--- src/ipmd_pkg.sv ---
// Shared types, codes and helpers for the intra 4x4 prediction mode derivation block.
// No dependencies; ipmd_front, ipmd_back and the top level use this package by scoped names.
package ipmd_pkg;

  // Field widths fixed by the bitstream syntax
  localparam int MB_ADDR_W = 13;
  localparam int CFG_W     = 10;
  localparam int MODE_W    = 4;
  localparam int WORD_W    = 64;

  // Mode and position constants
  localparam logic [3:0] MODE_DC    = 4'd2;
  localparam logic [3:0] BOTTOM_ROW = 4'(3 << 2);
  localparam logic [1:0] RIGHT_COL  = 2'd3;
  localparam logic [3:0] LAST_BLOCK = 4'd15;

  // Where a neighbour mode comes from
  localparam logic [1:0] SRC_CUR   = 2'd0;  // current macroblock register
  localparam logic [1:0] SRC_STORE = 2'd1;  // neighbour macroblock in the store
  localparam logic [1:0] SRC_DC    = 2'd2;  // neighbour present but not intra 4x4
  localparam logic [1:0] SRC_MISS  = 2'd3;  // neighbour unavailable

  typedef struct packed {
    logic [12:0] mb_address;
    logic [3:0]  block_index;
    logic        use_predicted;
    logic [2:0]  remaining_mode;
    logic        left_available;
    logic        top_available;
    logic        left_is_i4;
    logic        top_is_i4;
  } in_item_t;

  typedef struct packed {
    logic [3:0] block_mode;
    logic [3:0] predicted_mode;
  } out_item_t;

  // Classified item as it travels from front to back
  typedef struct packed {
    logic [3:0] pos;       // raster position inside the macroblock
    logic       is_last;   // block 15: store the macroblock afterwards
    logic       use_pred;
    logic [2:0] rem;
    logic [1:0] left_src;
    logic [3:0] left_nib;
    logic [1:0] top_src;
    logic [3:0] top_nib;
  } cls_t;

  function automatic logic [3:0] nibble(input logic [WORD_W-1:0] w, input logic [3:0] p);
    nibble = w[{p, 2'b00} +: 4];
  endfunction

endpackage

--- src/ipmd_front.sv ---
// Front part: holds the picture width register, reduces addresses into the store range
// and classifies each item's neighbours. Depends on ipmd_pkg.
module ipmd_front #(
  parameter int MAX_MBS = 8192
) (
  input  logic                                       clk,
  input  logic                                       rst_n,
  input  logic                                       cfg_we,
  input  logic [ipmd_pkg::CFG_W-1:0]                 cfg_wdata,
  input  ipmd_pkg::in_item_t                         item,
  output ipmd_pkg::cls_t                             cls,
  output logic [((MAX_MBS > 1) ? $clog2(MAX_MBS) : 1)-1:0] cur_addr,
  output logic [((MAX_MBS > 1) ? $clog2(MAX_MBS) : 1)-1:0] left_addr,
  output logic [((MAX_MBS > 1) ? $clog2(MAX_MBS) : 1)-1:0] top_addr
);

  localparam int AW          = (MAX_MBS > 1) ? $clog2(MAX_MBS) : 1;
  localparam int ADDR_IN_MAX = (1 << ipmd_pkg::MB_ADDR_W) - 1;
  localparam int CFG_MAX     = (1 << ipmd_pkg::CFG_W) - 1;
  localparam logic [AW-1:0] MBS_RST = AW'(1 % MAX_MBS);

  logic [AW-1:0]                    mbs_r, mbs_nxt;
  logic [ipmd_pkg::CFG_W-1:0]       mbs_rem;
  logic [ipmd_pkg::MB_ADDR_W-1:0]   addr_rem;
  logic [1:0]                       bx, by;
  logic [3:0]                       pos;

  // Reduce the written width modulo the store depth
  always_comb begin
    mbs_rem = cfg_wdata;
    for (int k = ipmd_pkg::CFG_W - 1; k >= 0; k--) begin
      if ((MAX_MBS << k) <= CFG_MAX) begin
        if (32'(mbs_rem) >= 32'(MAX_MBS << k)) begin
          mbs_rem = mbs_rem - ipmd_pkg::CFG_W'(MAX_MBS << k);
        end
      end
    end
    mbs_nxt = cfg_we ? AW'(mbs_rem) : mbs_r;
  end

  always_ff @(posedge clk) begin
    if (!rst_n) begin
      mbs_r <= MBS_RST;
    end else begin
      mbs_r <= mbs_nxt;
    end
  end

  // Reduce the macroblock address modulo the store depth
  always_comb begin
    addr_rem = item.mb_address;
    for (int k = ipmd_pkg::MB_ADDR_W - 1; k >= 0; k--) begin
      if ((MAX_MBS << k) <= ADDR_IN_MAX) begin
        if (32'(addr_rem) >= 32'(MAX_MBS << k)) begin
          addr_rem = addr_rem - ipmd_pkg::MB_ADDR_W'(MAX_MBS << k);
        end
      end
    end
  end

  assign cur_addr = AW'(addr_rem);

  // Neighbour addresses with wrap round the store
  always_comb begin
    if (cur_addr == '0) begin
      left_addr = AW'(MAX_MBS - 1);
    end else begin
      left_addr = cur_addr - AW'(1);
    end
    if (cur_addr >= mbs_r) begin
      top_addr = cur_addr - mbs_r;
    end else begin
      top_addr = AW'({1'b0, cur_addr} + (AW + 1)'(MAX_MBS) - {1'b0, mbs_r});
    end
  end

  // Block position from double zigzag order
  assign bx  = {item.block_index[2], item.block_index[0]};
  assign by  = {item.block_index[3], item.block_index[1]};
  assign pos = {by, bx};

  // Classify left and top neighbour sources
  always_comb begin
    cls.pos      = pos;
    cls.is_last  = (item.block_index == ipmd_pkg::LAST_BLOCK);
    cls.use_pred = item.use_predicted;
    cls.rem      = item.remaining_mode;

    if (bx != 2'd0) begin
      cls.left_src = ipmd_pkg::SRC_CUR;
      cls.left_nib = pos - 4'd1;
    end else begin
      cls.left_nib = {by, ipmd_pkg::RIGHT_COL};
      if (!item.left_available) begin
        cls.left_src = ipmd_pkg::SRC_MISS;
      end else if (item.left_is_i4) begin
        cls.left_src = ipmd_pkg::SRC_STORE;
      end else begin
        cls.left_src = ipmd_pkg::SRC_DC;
      end
    end

    if (by != 2'd0) begin
      cls.top_src = ipmd_pkg::SRC_CUR;
      cls.top_nib = pos - 4'd4;
    end else begin
      cls.top_nib = ipmd_pkg::BOTTOM_ROW + {2'b00, bx};
      if (!item.top_available) begin
        cls.top_src = ipmd_pkg::SRC_MISS;
      end else if (item.top_is_i4) begin
        cls.top_src = ipmd_pkg::SRC_STORE;
      end else begin
        cls.top_src = ipmd_pkg::SRC_DC;
      end
    end
  end

endmodule

--- config.mk ---
export PLATFORM = sky130hd
export DESIGN_NAME = ipmd_front
export DESIGN_NICKNAME = d
export VERILOG_FILES = /design/src/ipmd_pkg.sv /design/src/ipmd_front.sv
export SDC_FILE = /design/constraint.sdc
export NUM_CORES = 1
export LEC_CHECK = 0
export ABC_AREA = 0
export BUFFER_PORTS_ARGS = -buffer_cell sky130_fd_sc_hd__buf_2
export CORE_MARGIN = 5
export CORE_UTILIZATION = 40
export CTS_BUF_LIST = sky130_fd_sc_hd__clkbuf_4
export DETAILED_ROUTE_END_ITERATION = 6
export HOLD_SLACK_MARGIN = 0.06
export MAX_ROUTING_LAYER = met4
export PLACE_DENSITY = 0.91
export SLEW_MARGIN = 20
export SYNTH_ARGS = -nofsm -noshare
export SYNTH_HDL_FRONTEND = slang
export SYNTH_SLANG_ARGS = --single-unit
--- constraint.sdc ---
create_clock -name clk -period 2.8 [get_ports clk]
set_clock_uncertainty 0.2 [all_clocks]
set_input_delay 0.42 -clock clk [delete_from_list [all_inputs] [get_ports clk]]
set_output_delay 0.42 -clock clk [all_outputs]
set_load 0.01 [all_outputs]
; Word-level counts from Yosys, hierarchy flattened
; Index checks and enable logic that the tools add are counted.
[totals]
out_inout_bits = 60
register_bits = 10
[op_classes]
mux = 8
order_cmp = 1
reduce_logical = 3
addsub = 7
eq_ne = 1
[ops]
columns = op, count
row1 = 13-bit 2-to-1 mux, 2
row2 = 13-bit by 10-bit subtractor with 13-bit output, 2
row3 = 13-bit by 1-bit adder with 13-bit output (second input constant), 1
row4 = 13-bit by 10-bit >= comparator with 1-bit output, 1
row5 = 13-bit zero test, 1
row6 = 13-bit by 1-bit subtractor with 13-bit output (second input constant), 1
row7 = 6-bit 2-to-1 mux, 2
row8 = 2-bit 2-to-1 mux, 4
row9 = 3-bit by 3-bit adder with 4-bit output (first input constant), 1
row10 = 4-bit equality test (second input constant), 1
row11 = 2-bit nonzero test, 2
row12 = 4-bit by 1-bit subtractor with 4-bit output (second input constant), 1
row13 = 4-bit by 3-bit subtractor with 4-bit output (second input constant), 1

; Longest topological paths before layout
[depth]
word_depth = 3
ltp_mapped = 8
mapped_depth_nobuf = 8

; Worst setup path after synthesis
; Ideal clock, no wire load.
[synth_path]
path_kind = input to output
from = in item[12] in the netlist's numbering
to = out top_addr[10] in the netlist's numbering
t_arrival_ns = 2.222
t_required_ns = 2.180
setup_slack_ns = -0.042
stages = 8
path_buffers = 0
path_cell_list = inv_1 > ha_1 > fa_1 > nand2b_1 > a21oi_2 > o311ai_2 > mux2_4 > a2111oi_4
[synth_between]
elab_chain_len = 3
word_cells_on_any_way = 5
classes_between = add/sub: 3 / order compare: 1 / mux: 1
[synth_lines]
columns = item, line
row1 = from (decl), ipmd_front.sv:10  ; input ipmd_pkg::in_item_t item,
row2 = 13-bit by 1-bit adder with 13-bit output, ipmd_front.sv:73  ; top_addr = AW'({1'b0, cur_addr} + (AW + 1)'(MAX_MBS) - {1'b0, mbs_r});
row3 = 13-bit by 10-bit subtractor with 13-bit output, ipmd_front.sv:73
row4 = 13-bit 2-to-1 mux (*), ipmd_front.sv:70  ; if (cur_addr >= mbs_r) begin
row5 = to (decl), ipmd_front.sv:14  ; output logic [((MAX_MBS > 1) ? $clog2(MAX_MBS) : 1)-1:0] top_addr
; Mark *: on every way between the ends. The rest lies on a longest branch, timed or not.

; Final worst setup path
; Ends and elaborated chain as after synthesis.

==> impl_metrics.tcl <==
set metrics [dict create \
    synth_top_area_share_pct 13.0 \
    ant_nets 0 \
    drive_above_1_share_pct 44.5 \
    drv_slew 0 \
    grt_pass1_vias 1584 \
    fp-row-count 22 \
    routed_wl_um 4800 \
    reg_top3 "mbs_r (10)" \
    place_hpwl_um 3760 \
    place.gp.congestion 0.830 \
    layout.cells.non_filler 338 \
    finalSetupTns_ps -46.1 \
    fmax_ghz 0.351 \
    grt_start_max_net_pins 11 \
    crit_type "in2out" \
    initial_core_util_pct 41.7 \
    viasPerCell 5.14 \
    fin_crit_ps 2850 \
    wire_per_inst_um 14.2 \
    antenna_cells 0 \
    crit_arrival_ps 2230 \
    cts_tree "done" \
    top_register "mbs_r" \
    cts_root_buffer "clkbuf_4" \
    rsz0062_at_grt "true" \
    clock_path_buffers 2 \
    worst_pin_slew_ps 580 \
    outcome "finished with violations" \
    die_x_um 72 \
    worstPathMaxFanout 2 \
    grt_usage_pct 16.6 \
    antenna_found_initial 0 \
    leakage_uw 0.00110 \
    synth.largest_area_cell "dfxtp_1" \
    worst_slack_ps -46.1 \
    clk_pin_slew_ps 60 \
    yosys.cell_types.count 38 \
    largest_reg_flops 10 \
    design.core.area_mm2 0.00369 \
    min_path_type "in2reg" \
    synth_ff_type "dfxtp_1" \
    post-place-ws_ps -194 \
    num_vias 1738 \
    insertion_delay_ps 260 \
    synth_edf_count 0 \
    syn_inst 206 \
    cts-htree-levels 1 \
    drc_errors 0 \
    syn-mean-instance-area_um2 7.46 \
    port_buffers 89 \
    drtIter0Drc 65 \
    hold_viol_final 0 \
    fp.dieArea_mm2 0.00518 \
    syn_area_mm2 0.00154 \
    cp-start-kind "primary input" \
    dp.cells 332 \
    clkSinkCount 10 \
    area_growth_pct 37.9 \
    cts_buffers 3 \
    placed_cell_area_mm2 0.00198 \
    die_height_um 72 \
    top_level_ports 98 \
    ir_drop_v 0.000274 \
    syn_nets 259 \
    critPathRequiredTime_ps 2180 \
    slew-limit-headroom_pct 61.0 \
    crit_path_end_kind "output port" \
    p_per_area_mw_per_mm2 315 \
    drtPass1Iterations 4 \
    ys_warn_count 0 \
    num-nets-final 345 \
    synth-async-reset-ratio_pct 0 \
    synth_seq_cells 10 \
    postLayoutCellArea_mm2 0.00212 \
    violations "setup timing" \
    synth_area_leaders "dfxtp_1 13%, ha_1 11%, buf_4 11%" \
    overflow 0 \
    setup_viol 1 \
    seq_area_frac_synth_pct 13.0 \
    fin_crit_sh_pct 102 \
    drv_cap 0 \
    grt_pass1_wl_um 6710 \
]
## routing by layer
layer / vias up / GRT usage [%] / wire [µm]
li1: 845 / - / -
met1: 770 / 17.1 / 1770
met2: 96 / 30.1 / 2410
met3: 27 / 2.35 / 409
met4: 0 / 8.98 / 208
met5: - / - / 0
## worst max-delay path: stages
cell and delay (ps):
buf_2 100, inv_1 70, ha_4 170, fa_2 340, nand2b_4 160, a21oi_4 180, o311ai_4 100, mux2_4 330
a2111oi_4 170, buf_2 180
## where the power goes
| part | internal, µW | switching (µW) | leakage [µW] | total, µW |
|---|---|---|---|---|
| Sequential | 151 | 5.45 | 0.0000826 | 157 |
| Clock | 49.4 | 44.1 | 0.0000138 | 93.5 |
| Combinational | 197 | 221 | 0.00100 | 418 |
| Total | 397 | 271 | 0.00110 | 668 |
## worst paths after layout
check | start | to | slack (ps) | cells past startpoint
worst max-delay path | item[12] | top_addr[10] | -50 | 10
worst min-delay path | cfg_wdata[0] | mbs_r[0] | 180 | 3
worst max register to register | mbs_r[0] | mbs_r[0] | 1960 | 2
worst min register to register | mbs_r[4] | mbs_r[4] | 310 | 2
## placed cells by master (no fill, tap or decap), types with 2 or more instances in the layout
cell type / synthesis / final
nand2b_1: 7 / 6
xor2_1: 4 / 4
buf_2: 0 / 89
nand4_1: 2 / 2
o21ai_1: 3 / 3
xnor2_1: 11 / 11
mux2i_1: 10 / 10
ha_4: 0 / 4
dfxtp_2: 0 / 2
clkbuf_4: 0 / 3
ha_1: 14 / 9
nand2_1: 21 / 21
nor2_1: 8 / 8
nor4_1: 5 / 5
inv_1: 24 / 24
and3_1: 3 / 3
a21boi_0: 4 / 4
nand3_1: 3 / 3
a21o_1: 4 / 4
nor3_1: 5 / 5
dfxtp_1: 10 / 8
o211ai_1: 3 / 3
a21oi_1: 7 / 6
buf_4: 23 / 21
nor2b_1: 13 / 13
## cells in the mapped netlist (5+ instances only)
master,instances
buf_4,23
nor2_1,8
dfxtp_1,10
clkbuf_1,6
ha_1,14
nor3_1,5
xnor2_1,11
nand2_1,21
mux2i_1,10
nor2b_1,13
nor4_1,5
a21oi_1,7
inv_1,24
nand2b_1,7
## stage by stage
| step | hold WS [ps] | utilization [%] | total power (µW) |
|---|---|---|---|
| after floorplan | 245 | - | 394 |
| after global placement | 281 | 53.8 | 525 |
| after detailed placement | 290 | 53.8 | 535 |
| after CTS | 175 | 55.7 | 646 |
| after global routing | 225 | 57.5 | 713 |
| final | 184 | 57.5 | 668 |
## cells by family after synthesis
family / after synthesis / synth area share [%]
compound gates: 32 / 15.9
xor+xnor: 15 / 8.54
fa+ha+maj: 15 / 12.7
buf+inv: 53 / 18.6
flops: 10 / 13.0
mux: 11 / 7.49
simple gates: 70 / 23.8
## cell type report
| class | instances | area (µm²) |
|---|---|---|
| multi-input combinational | 143 | 1140 |
| sequential | 10 | 203 |
| clock buffer | 3 | 22.5 |
| inverter | 24 | 90.1 |
| timing repair buffer | 110 | 603 |
| tap | 48 | 60.1 |
| fill | 316 | 1570 |
## timing repair
item                                    CTS  global route
hold buffers                              0             0
gates cloned                              0             0
endpoints found under the setup margin    2             5
pin swaps                                 3             7
buffers inserted                          1             2
gates resized for setup                   7             7
No activity file was read; power rests on OpenSTA's default activity.
