===== config.mk =====
export PLATFORM = sky130hd
export DESIGN_NAME = ipmd_queue
export DESIGN_NICKNAME = d
export VERILOG_FILES = /design/src/ipmd_queue.sv
export SDC_FILE = /design/constraint.sdc
export NUM_CORES = 1
export LEC_CHECK = 0
export ABC_CLOCK_PERIOD_IN_PS = 1480
export BUFFER_PORTS_ARGS = -buffer_cell sky130_fd_sc_hd__buf_2
export CAP_MARGIN = 20
export CORE_UTILIZATION = 40
export CTS_BUF_LIST = sky130_fd_sc_hd__clkbuf_16
export DETAILED_ROUTE_END_ITERATION = 12
export PLACE_DENSITY_LB_ADDON = 0.25
export SLEW_MARGIN = 20
export SYNTH_ARGS = -nofsm -noshare
export SYNTH_HDL_FRONTEND = slang
export SYNTH_SLANG_ARGS = --single-unit

===== constraint.sdc =====
create_clock -name clk -period 1.48 [get_ports clk]
set_input_delay 0 -clock clk [delete_from_list [all_inputs] [get_ports clk]]
set_output_delay 0 -clock clk [all_outputs]
set_load 0.02 [all_outputs]

===== src/ipmd_queue.sv =====
// Two-entry first-in first-out queue with push/full and pop/empty sides.
// No dependencies.
module ipmd_queue #(
  parameter int W = 8
) (
  input  logic         clk,
  input  logic         rst_n,
  input  logic         push,
  output logic         full,
  input  logic [W-1:0] wdata,
  input  logic         pop,
  output logic         empty,
  output logic [W-1:0] rdata
);

  logic [W-1:0] ent_r [2];
  logic         wr_ptr_r, wr_ptr_nxt;
  logic         rd_ptr_r, rd_ptr_nxt;
  logic [1:0]   cnt_r, cnt_nxt;
  logic         do_push, do_pop;

  assign full    = (cnt_r == 2'd2);
  assign empty   = (cnt_r == 2'd0);
  assign do_push = push && !full;
  assign do_pop  = pop && !empty;
  assign rdata   = ent_r[rd_ptr_r];

  // Advance pointers and count
  always_comb begin
    wr_ptr_nxt = wr_ptr_r ^ do_push;
    rd_ptr_nxt = rd_ptr_r ^ do_pop;
    cnt_nxt    = cnt_r;
    if (do_push && !do_pop) begin
      cnt_nxt = cnt_r + 2'd1;
    end else if (do_pop && !do_push) begin
      cnt_nxt = cnt_r - 2'd1;
    end
  end

  always_ff @(posedge clk) begin
    if (!rst_n) begin
      wr_ptr_r <= 1'b0;
      rd_ptr_r <= 1'b0;
      cnt_r    <= 2'd0;
    end else begin
      wr_ptr_r <= wr_ptr_nxt;
      rd_ptr_r <= rd_ptr_nxt;
      cnt_r    <= cnt_nxt;
    end
  end

  // Hold item payloads
  always_ff @(posedge clk) begin
    if (do_push) begin
      ent_r[wr_ptr_r] <= wdata;
    end
  end

  a_cnt_range: assert property (@(posedge clk) disable iff (!rst_n) cnt_r <= 2'd2)
    else $error("queue count out of range");

  a_push_grows: assert property (@(posedge clk) disable iff (!rst_n)
    do_push && !do_pop |=> cnt_r == $past(cnt_r) + 2'd1)
    else $error("queue count did not grow on push");

  a_pop_frees: assert property (@(posedge clk) disable iff (!rst_n)
    do_pop && !do_push |=> !full)
    else $error("queue still full after pop");

endmodule


# Word level (Yosys, flattened, before mapping)
# Memory sizes are Yosys's and may differ from the RTL's. A register that Yosys moved wholly into a read port is not among the register bits.
# Cells that the tools add are included.
# W data, S select, Z words.
# word_totals
regBits	4
latchBits	0
ramBits	16
romBits	0
input_bits	12
elab_cells	24
n_memories	1
# memory_table
memory	depth	width	rd	rd_clocked_by_memory_dff	wr	line	source
ent_r	2	8	1	1	1	16	logic [W-1:0] ent_r [2];
# op_classes
addsub	2
multipliers	0
div	0
magnitude_cmp	0
n_eq_ne	1
shifts	0
mux	5
n_bitwise	2
n_reduce_logical	10
# op_table
cell	n
$logic_and A1 B1 Y1	4
$logic_not A1 Y1	4
$mux W2	2
$mux W1	3
$add A2 B1 Y2 const B	1
$eq A2 B2 Y1 const B	1
$logic_not A2 Y1	1
$reduce_bool A2 Y1	1
$sub A2 B1 Y2 const B	1
$xor A1 B1 Y1	2

# Depth between registers and ports, before layout
# Gate-level depths: netlist (run 1).
# logic_depth
depth_word	7
ltp_mapped	6
depth_no_buf	6

# Worst setup path before layout (run 1)
# No wires, ideal clock.
# synth_path
path_type	register to register
startpoint	register cnt_r[1]
endpoint	register cnt_r[1]
setup_time_ps	70
arrival_time_ps	1696
required_time_ps	1410
slack_ps	-286
stages_incl_launch_ff	6
n_path_buf	0
period_less_slack_ps	1766
path_cell_list	dfxtp_1 -> nor2b_1 -> nor2b_1 -> ha_1 -> or3_1 -> a21boi_1
# synth_between
elab_chain_len	6
# synth_lines
item	line	source
start, declared	19	logic [1:0] cnt_r, cnt_nxt;
start signal, assigned	48	cnt_r <= cnt_nxt;
$eq A2 B2 Y1 (*)	22	assign full = (cnt_r == 2'd2);
via full	9	output logic full,
$logic_not A1 Y1 (*)	24	assign do_push = push && !full;
$logic_and A1 B1 Y1 (*)	24	
$logic_not A1 Y1	35	end else if (do_pop && !do_push) begin
$logic_and A1 B1 Y1	35	
$reduce_bool A2 Y1 (no source line)	n/a	
# Mark *: on every way through the listed nets, which the timed path passes. The rest lies on a longest branch. The select of a mux whose other input is x is not followed.
# A chain may end at the register's enable or synchronous reset.

# Final worst setup path (run 1)
# layout_path
startpoint	register cnt_r[1]
endpoint	register cnt_r[1]
# layout_between
elab_chain_len	6
# layout_lines
item	line
$eq A2 B2 Y1 or $logic_not A2 Y1 (tied branches)	22, 23
$logic_not A1 Y1, on equally long branches	24, 25
$logic_and A1 B1 Y1, on equally long branches	24, 25
$logic_not A1 Y1, on equally long branches	35, 33
$logic_and A1 B1 Y1, on equally long branches	35, 33
$reduce_bool A2 Y1 (no source line) or $mux W2 (tied branches)	n/a
# Parallel ways exist; a longest one is shown, timed or not. The select of a mux whose other input is x is not followed.

==> flow_summary.json, run 1 <==
{
  "hold_viol_final": 0,
  "gp_congestion": 0.672,
  "layout_min_cycle_time_ns": 1.46,
  "status": "complete, no violations",
  "end_kind": "flop",
  "cp-endpoint": "cnt_r[1]",
  "worstReg2RegStart": "cnt_r[1]",
  "htree_levels": 1,
  "power.density_mw_per_mm2": 1840,
  "grt_max_degree": 13,
  "ys_seq_elements": 21,
  "crit_family": "simple AND/OR/NAND/NOR gates",
  "via_count": 495,
  "synth-seq-area-share": 0.718,
  "cp_max_fo": 5,
  "ys_warn_count": 0,
  "r2r_end": "cnt_r[1]",
  "maxSlewViolCount": 0,
  "hold_ws_ns": 0.0306,
  "skew_ns": 0.00234,
  "ant_nets": 0,
  "synth-async-reset-ratio": 0,
  "routedWlPerCell_um": 13.6,
  "synthDistinctLibCells": 15,
  "die_area_mm2": 0.00220,
  "worst_pin_slew_ns": 0.363,
  "die_h_um": 47.0,
  "netlist_instances": 48,
  "critPathBufInv": 0,
  "synth_area_per_cell_um2": 16.8,
  "grt_pass1_vias": 473,
  "peakVddDrop_mv": 1.02,
  "setup-violations-final": 0,
  "synth_top_area_frac": 0.594,
  "max_freq_mhz": 686,
  "finalCritPeriodShare": 0.984,
  "drt_iter0_markers": 6,
  "drive_above_1_share": 0.536,
  "stdcell_area_mm2": 0.00120,
  "port-buffer-count": 21,
  "die_x_um": 47.0,
  "drt-total-wl_um": 1480,
  "nNetsFinal": 100,
  "path_common_cell": "nor2b_4",
  "synth-edff-count": 16,
  "yosysMostFrequentCell": "edfxtp_1",
  "setup.worst_path.start": "cnt_r[1]",
  "placement.cell_area_mm2": 0.00101,
  "crit_arrival_ns": 1.63,
  "core_mm2": 0.00180,
  "slew_headroom": 0.758,
  "grt_remaining_overflow": 0,
  "synth_area_leaders": "edfxtp_1, dfxtp_1, mux2_2, ha_1, and2_1",
  "crit_chain": "nor2b_4 -> nor2b_4 -> ha_4 -> or3_4 -> a21boi_2",
  "start_kind": "flop",
  "root_buffer": "clkbuf_16",
  "rsz0062_at_grt": "true",
  "syn_nets": 63,
  "ys_top_cells_by_count": "edfxtp_1, mux2_2, dfxtp_1",
  "rrSetupSlack_ns": 0.02,
  "clock-sinks": 21,
  "clk_pin_slew_ns": 0.06,
  "dp_hpwl_um": 871,
  "crit_cells": 5,
  "grt_use_total": 0.150,
  "critical_path_required_ns": 1.66,
  "drt_drc_violations_left": 0,
  "synth_top_flop_cell": "edfxtp_1",
  "io_pins": 22,
  "diodes": 0,
  "antenna_found_initial": 0,
  "rows": 15,
  "syn_to_final_growth_pct": 48.5,
  "synth_largest_area_cell": "edfxtp_1",
  "rr_worst_depth": 5,
  "insertion_delay_ns": 0.25,
  "drv_cap": 0,
  "start_util": 0.449,
  "cts_buffers": 3,
  "cpPeakStageDelay_ns": 0.39,
  "cts_tree": "built",
  "leakagePower_uw": 0.000475,
  "clock_path_buffers": 2,
  "syn_area_um2": 808,
  "dr.pass1.iters": 3,
  "vias_per_cell": 4.54,
  "crit_path_top_delay_cell": "or3_4",
  "hold_path_class": "in2reg",
  "worstSetupPathType": "reg2reg",
  "grt_pass1_wl_um": 2130
}
## worst register-to-register path, delay by kind of cell, from the launching register on
| kind | cells | cell delay [ns] |
|---|---|---|
| simple gates | 3 | 0.66 |
| fa+ha+maj | 1 | 0.22 |
| flops | 1 | 0.36 |
| compound gates | 1 | 0.15 |
## logic make-up after synthesis
group	share of synthesized area
flops	0.718
mux	0.111
simple gates	0.0588
compound gates	0.0217
xor+xnor	0.0325
fa+ha+maj	0.0464
buf+inv	0.0108
## where the power goes
| part | leakage (uW) | switching, uW | internal [uW] |
|---|---|---|---|
| sequential | 0.000192 | 95.1 | 780 |
| combinational | 0.000242 | 370 | 401 |
| clock | 0.0000409 | 196 | 362 |
## cell usage in the layout (no fill, tap or decap), types with 3 or more instances in the layout
| cell | Yosys | layout |
|---|---|---|
| dfxtp_1 | 5 | 3 |
| buf_2 | 1 | 21 |
| dlygate4sd3_1 | 0 | 8 |
| and2_1 | 3 | 3 |
| clkbuf_16 | 0 | 3 |
| edfxtp_1 | 16 | 16 |
| mux2_2 | 8 | 8 |
## stage by stage
step | setup TNS, ns | utilization | worst slack, ns | total power (uW) | instances
after CTS | 0 | 0.648 | 0.00765 | 2140 | 109
after detailed placement | 0 | 0.559 | 0.0426 | 1550 | 97
after global placement | 0 | 0.559 | 0.0982 | 1540 | 97
final | 0 | 0.666 | 0.0233 | 2200 | 109
after global routing | -0.0231 | 0.666 | -0.0231 | 2310 | 109
after floorplan | 0 | - | 0.0155 | 1310 | 48
## layer usage
metal | up-vias | track usage | share of wire
met5 | - | 0 | 0
met4 | 0 | 0.0686 | 0.013
met3 | 2 | 0.0346 | 0.035
met2 | 14 | 0.269 | 0.57
met1 | 234 | 0.167 | 0.38
li1 | 245 | - | -
## flip-flops by register name (all words and copies together), names as in the netlist, named ones only
name,flops
cnt_r,2
ent_r,16
rd_ptr_r,1
wr_ptr_r,1
## worst min-delay path by stage
stage | start | to | slack (ns) | cells past startpoint
after floorplan | wdata[0] | ent_r[0][0] | 0.1 | 0
after global placement | wdata[1] | ent_r[1][1] | 0.19 | 1
after detailed placement | wdata[7] | ent_r[0][7] | 0.19 | 1
after CTS | rst_n | cnt_r[0] | 0.02 | 2
after global routing | rst_n | cnt_r[0] | 0.04 | 2
final | rst_n | cnt_r[0] | 0.03 | 2
## repair_timing
item                                    in CTS  in global routing
hold buffers                                 8                  0
endpoints found under the setup margin       0                  1
hold endpoints to repair                    16                  0
resized for setup                            0                  6
setup buffers                                0                  0
## area by class of cell
type                       instances  area (um2)
fill                             145         602
sequential                        21         586
multi-input combinational         25         259
timing repair buffer              33         240
clock buffer                       3        75.1
tap                               25        31.3
clock inverter                     1        5.00
inverter                           1        3.75
Power figures use the tool's default switching activity.
==> run 2: changes to the inputs <==
--- a/config.mk
+++ b/config.mk
@@ -8,7 +8,7 @@
 export ABC_CLOCK_PERIOD_IN_PS = 1480
 export BUFFER_PORTS_ARGS = -buffer_cell sky130_fd_sc_hd__buf_2
 export CAP_MARGIN = 20
-export CORE_UTILIZATION = 40
+export CORE_UTILIZATION = 28
 export CTS_BUF_LIST = sky130_fd_sc_hd__clkbuf_16
 export DETAILED_ROUTE_END_ITERATION = 12
 export PLACE_DENSITY_LB_ADDON = 0.25
==> constraint.sdc (replaced) <==
create_clock -name clk -period 1.48 [get_ports clk]
set_input_delay 0 -clock clk [delete_from_list [all_inputs] [get_ports clk]]
set_output_delay 0 -clock clk [all_outputs]
set_load 0.05 [all_outputs]
==> run 2 against run 1 <==
Non-clock buffer count grew 1. First-iteration DRC count grew 67%. Hold slack got worse by 0.015 ns. Die area grew 41%. Critical path depth did not move. Sequential share of layout area is 0.78 points higher. Via count shrank 4.0%. Register-to-register slack improved by 0.08 ns. Count of clock-buffer cells in the layout is the same.
==> flow_summary.json, run 2 (same netlist as run 1, synthesis figures left out) <==
{
  "combPwrFrac": 0.395,
  "port-buffer-count": 21,
  "finalCritPeriodShare": 0.933,
  "power.density_mw_per_mm2": 1980,
  "drt-total-wl_um": 1160,
  "worst_pin_slew_ns": 0.373,
  "setup-violations-final": 0,
  "antenna_found_initial": 0,
  "clock-sinks": 21,
  "die_x_um": 55.7,
  "p_int_uw": 1490,
  "p_sw_frac": 0.360,
  "worstSetupPathType": "reg2reg",
  "cp_max_fo": 5,
  "switchingPower_uw": 841,
  "drt_drc_violations_left": 0,
  "hold_viol_final": 0,
  "clk_pin_slew_ns": 0.05,
  "top_register": "ent_r",
  "mostFrequentLayoutCells": "buf_2, edfxtp_1, mux2_2, dlygate4sd3_1, buf_4",
  "core_mm2": 0.00273,
  "end_kind": "flop",
  "via_count": 475,
  "critical_path_required_ns": 1.65,
  "fillers": 246,
  "placed_cells": 104,
  "cts_buffers": 3,
  "rows": 19,
  "rsz0062_at_grt": "false",
  "die_area_mm2": 0.00311,
  "top_regs": "ent_r: 16 flops, cnt_r: 2 flops",
  "dr.pass1.iters": 3,
  "largest_reg_flops": 16,
  "maxSlewViolCount": 0,
  "gp_congestion": 0.693,
  "io_pins": 22,
  "drv_cap": 0,
  "ant_nets": 0,
  "skew_ns": 0.00145,
  "insertion_delay_ns": 0.24,
  "diodes": 0,
  "peakVddDrop_mv": 1.19,
  "post_cts.repair.setup_buffers": 0,
  "slew_headroom": 0.751,
  "grt_use_total": 0.0785,
  "leakagePower_uw": 0.000472,
  "syn_to_final_growth_pct": 46.1,
  "vias_per_cell": 4.09,
  "drt_iter0_markers": 10,
  "clock_path_buffers": 2,
  "start_kind": "flop",
  "drive_above_1_share": 0.518,
  "multi_input_area_um2": 250,
  "nNetsFinal": 101,
  "final_cells": 116,
  "cts_tree": "built",
  "grt_pass1_wl_um": 1860,
  "grt_max_degree": 13,
  "seqPwrFrac": 0.373,
  "finish.utilization": 0.432,
  "htree_levels": 1,
  "tns_ns": 0,
  "grt_pass1_vias": 425,
  "routedWlPerCell_um": 9.99,
  "start_util": 0.296,
  "power_uw": 2330,
  "max_freq_mhz": 724,
  "power_frac_clock": 0.233,
  "rrSetupSlack_ns": 0.1,
  "regArea_um2": 586,
  "die_h_um": 55.7,
  "crit_arrival_ns": 1.55,
  "root_buffer": "clkbuf_16",
  "hold_path_class": "in2reg",
  "layout_min_cycle_time_ns": 1.38,
  "grt_remaining_overflow": 0,
  "dp_hpwl_um": 867,
  "status": "complete, no violations",
  "layout_commonest_cell": "buf_2"
}
==> run 2: changes by cell type in the layout (fill, tap and decap cells not counted), sizes merged <==
cell / change
buf: +1
==> run 2: critical path, stage by stage (launching register included) <==
cell and delay [ns]:
dfxtp_4 0.35, nor2b_4 0.13, nor2b_4 0.13, ha_4 0.21
or3_1 0.34, a21boi_1 0.14
==> run 2: final timing paths <==
check | start | endpoint | depth (start not counted)
hold / removal | rst_n | cnt_r[0] | 2
setup / recovery | cnt_r[1] | cnt_r[1] | 5
hold reg to reg | cnt_r[1] | cnt_r[1] | 2
setup reg to reg | cnt_r[1] | cnt_r[1] | 5
==> run 2: power by group through the flow <==
stage / Combinational (uW) / Sequential (uW) / Clock, uW
3_3_place_gp: 876 / 871 / 0
5_1_grt: 975 / 886 / 592
4_1_cts: 896 / 864 / 567
6_report: 921 / 870 / 543
3_5_place_dp: 876 / 876 / 0
2_1_floorplan: 718 / 832 / 0
==> run 2: routing by layer <==
layer  GRT usage  part of all wire
met1      0.0992              0.46
met2       0.127              0.50
met3      0.0209             0.044
met4      0.0321                 0
met5           0                 0
==> run 2: stage by stage <==
step / cell area [um2] / hold WS (ns) / setup slack [ns]
after floorplan: 821 / 0.0989 / -0.120
after global placement: 997 / 0.190 / 0.102
after detailed placement: 997 / 0.192 / 0.0586
after CTS: 1160 / 0.0144 / 0.0484
after global routing: 1180 / 0.0313 / 0.00423
final: 1180 / 0.0160 / 0.0994
==> run 2: layout make-up <==
type | instances | area share
timing repair buffer | 34 | 0.189
clock buffer | 3 | 0.0636
inverter | 1 | 0.00318
clock inverter | 1 | 0.00424
tap | 31 | 0.0328
sequential | 21 | 0.496
multi-input combinational | 25 | 0.212
==> run 2: timing repair <==
item / 4_1_cts / 5_1_grt
resized for setup: 0 / 4
hold buffers: 8 / 0
setup endpoints to repair: 0 / 1
endpoints found under the hold margin: 16 / 0
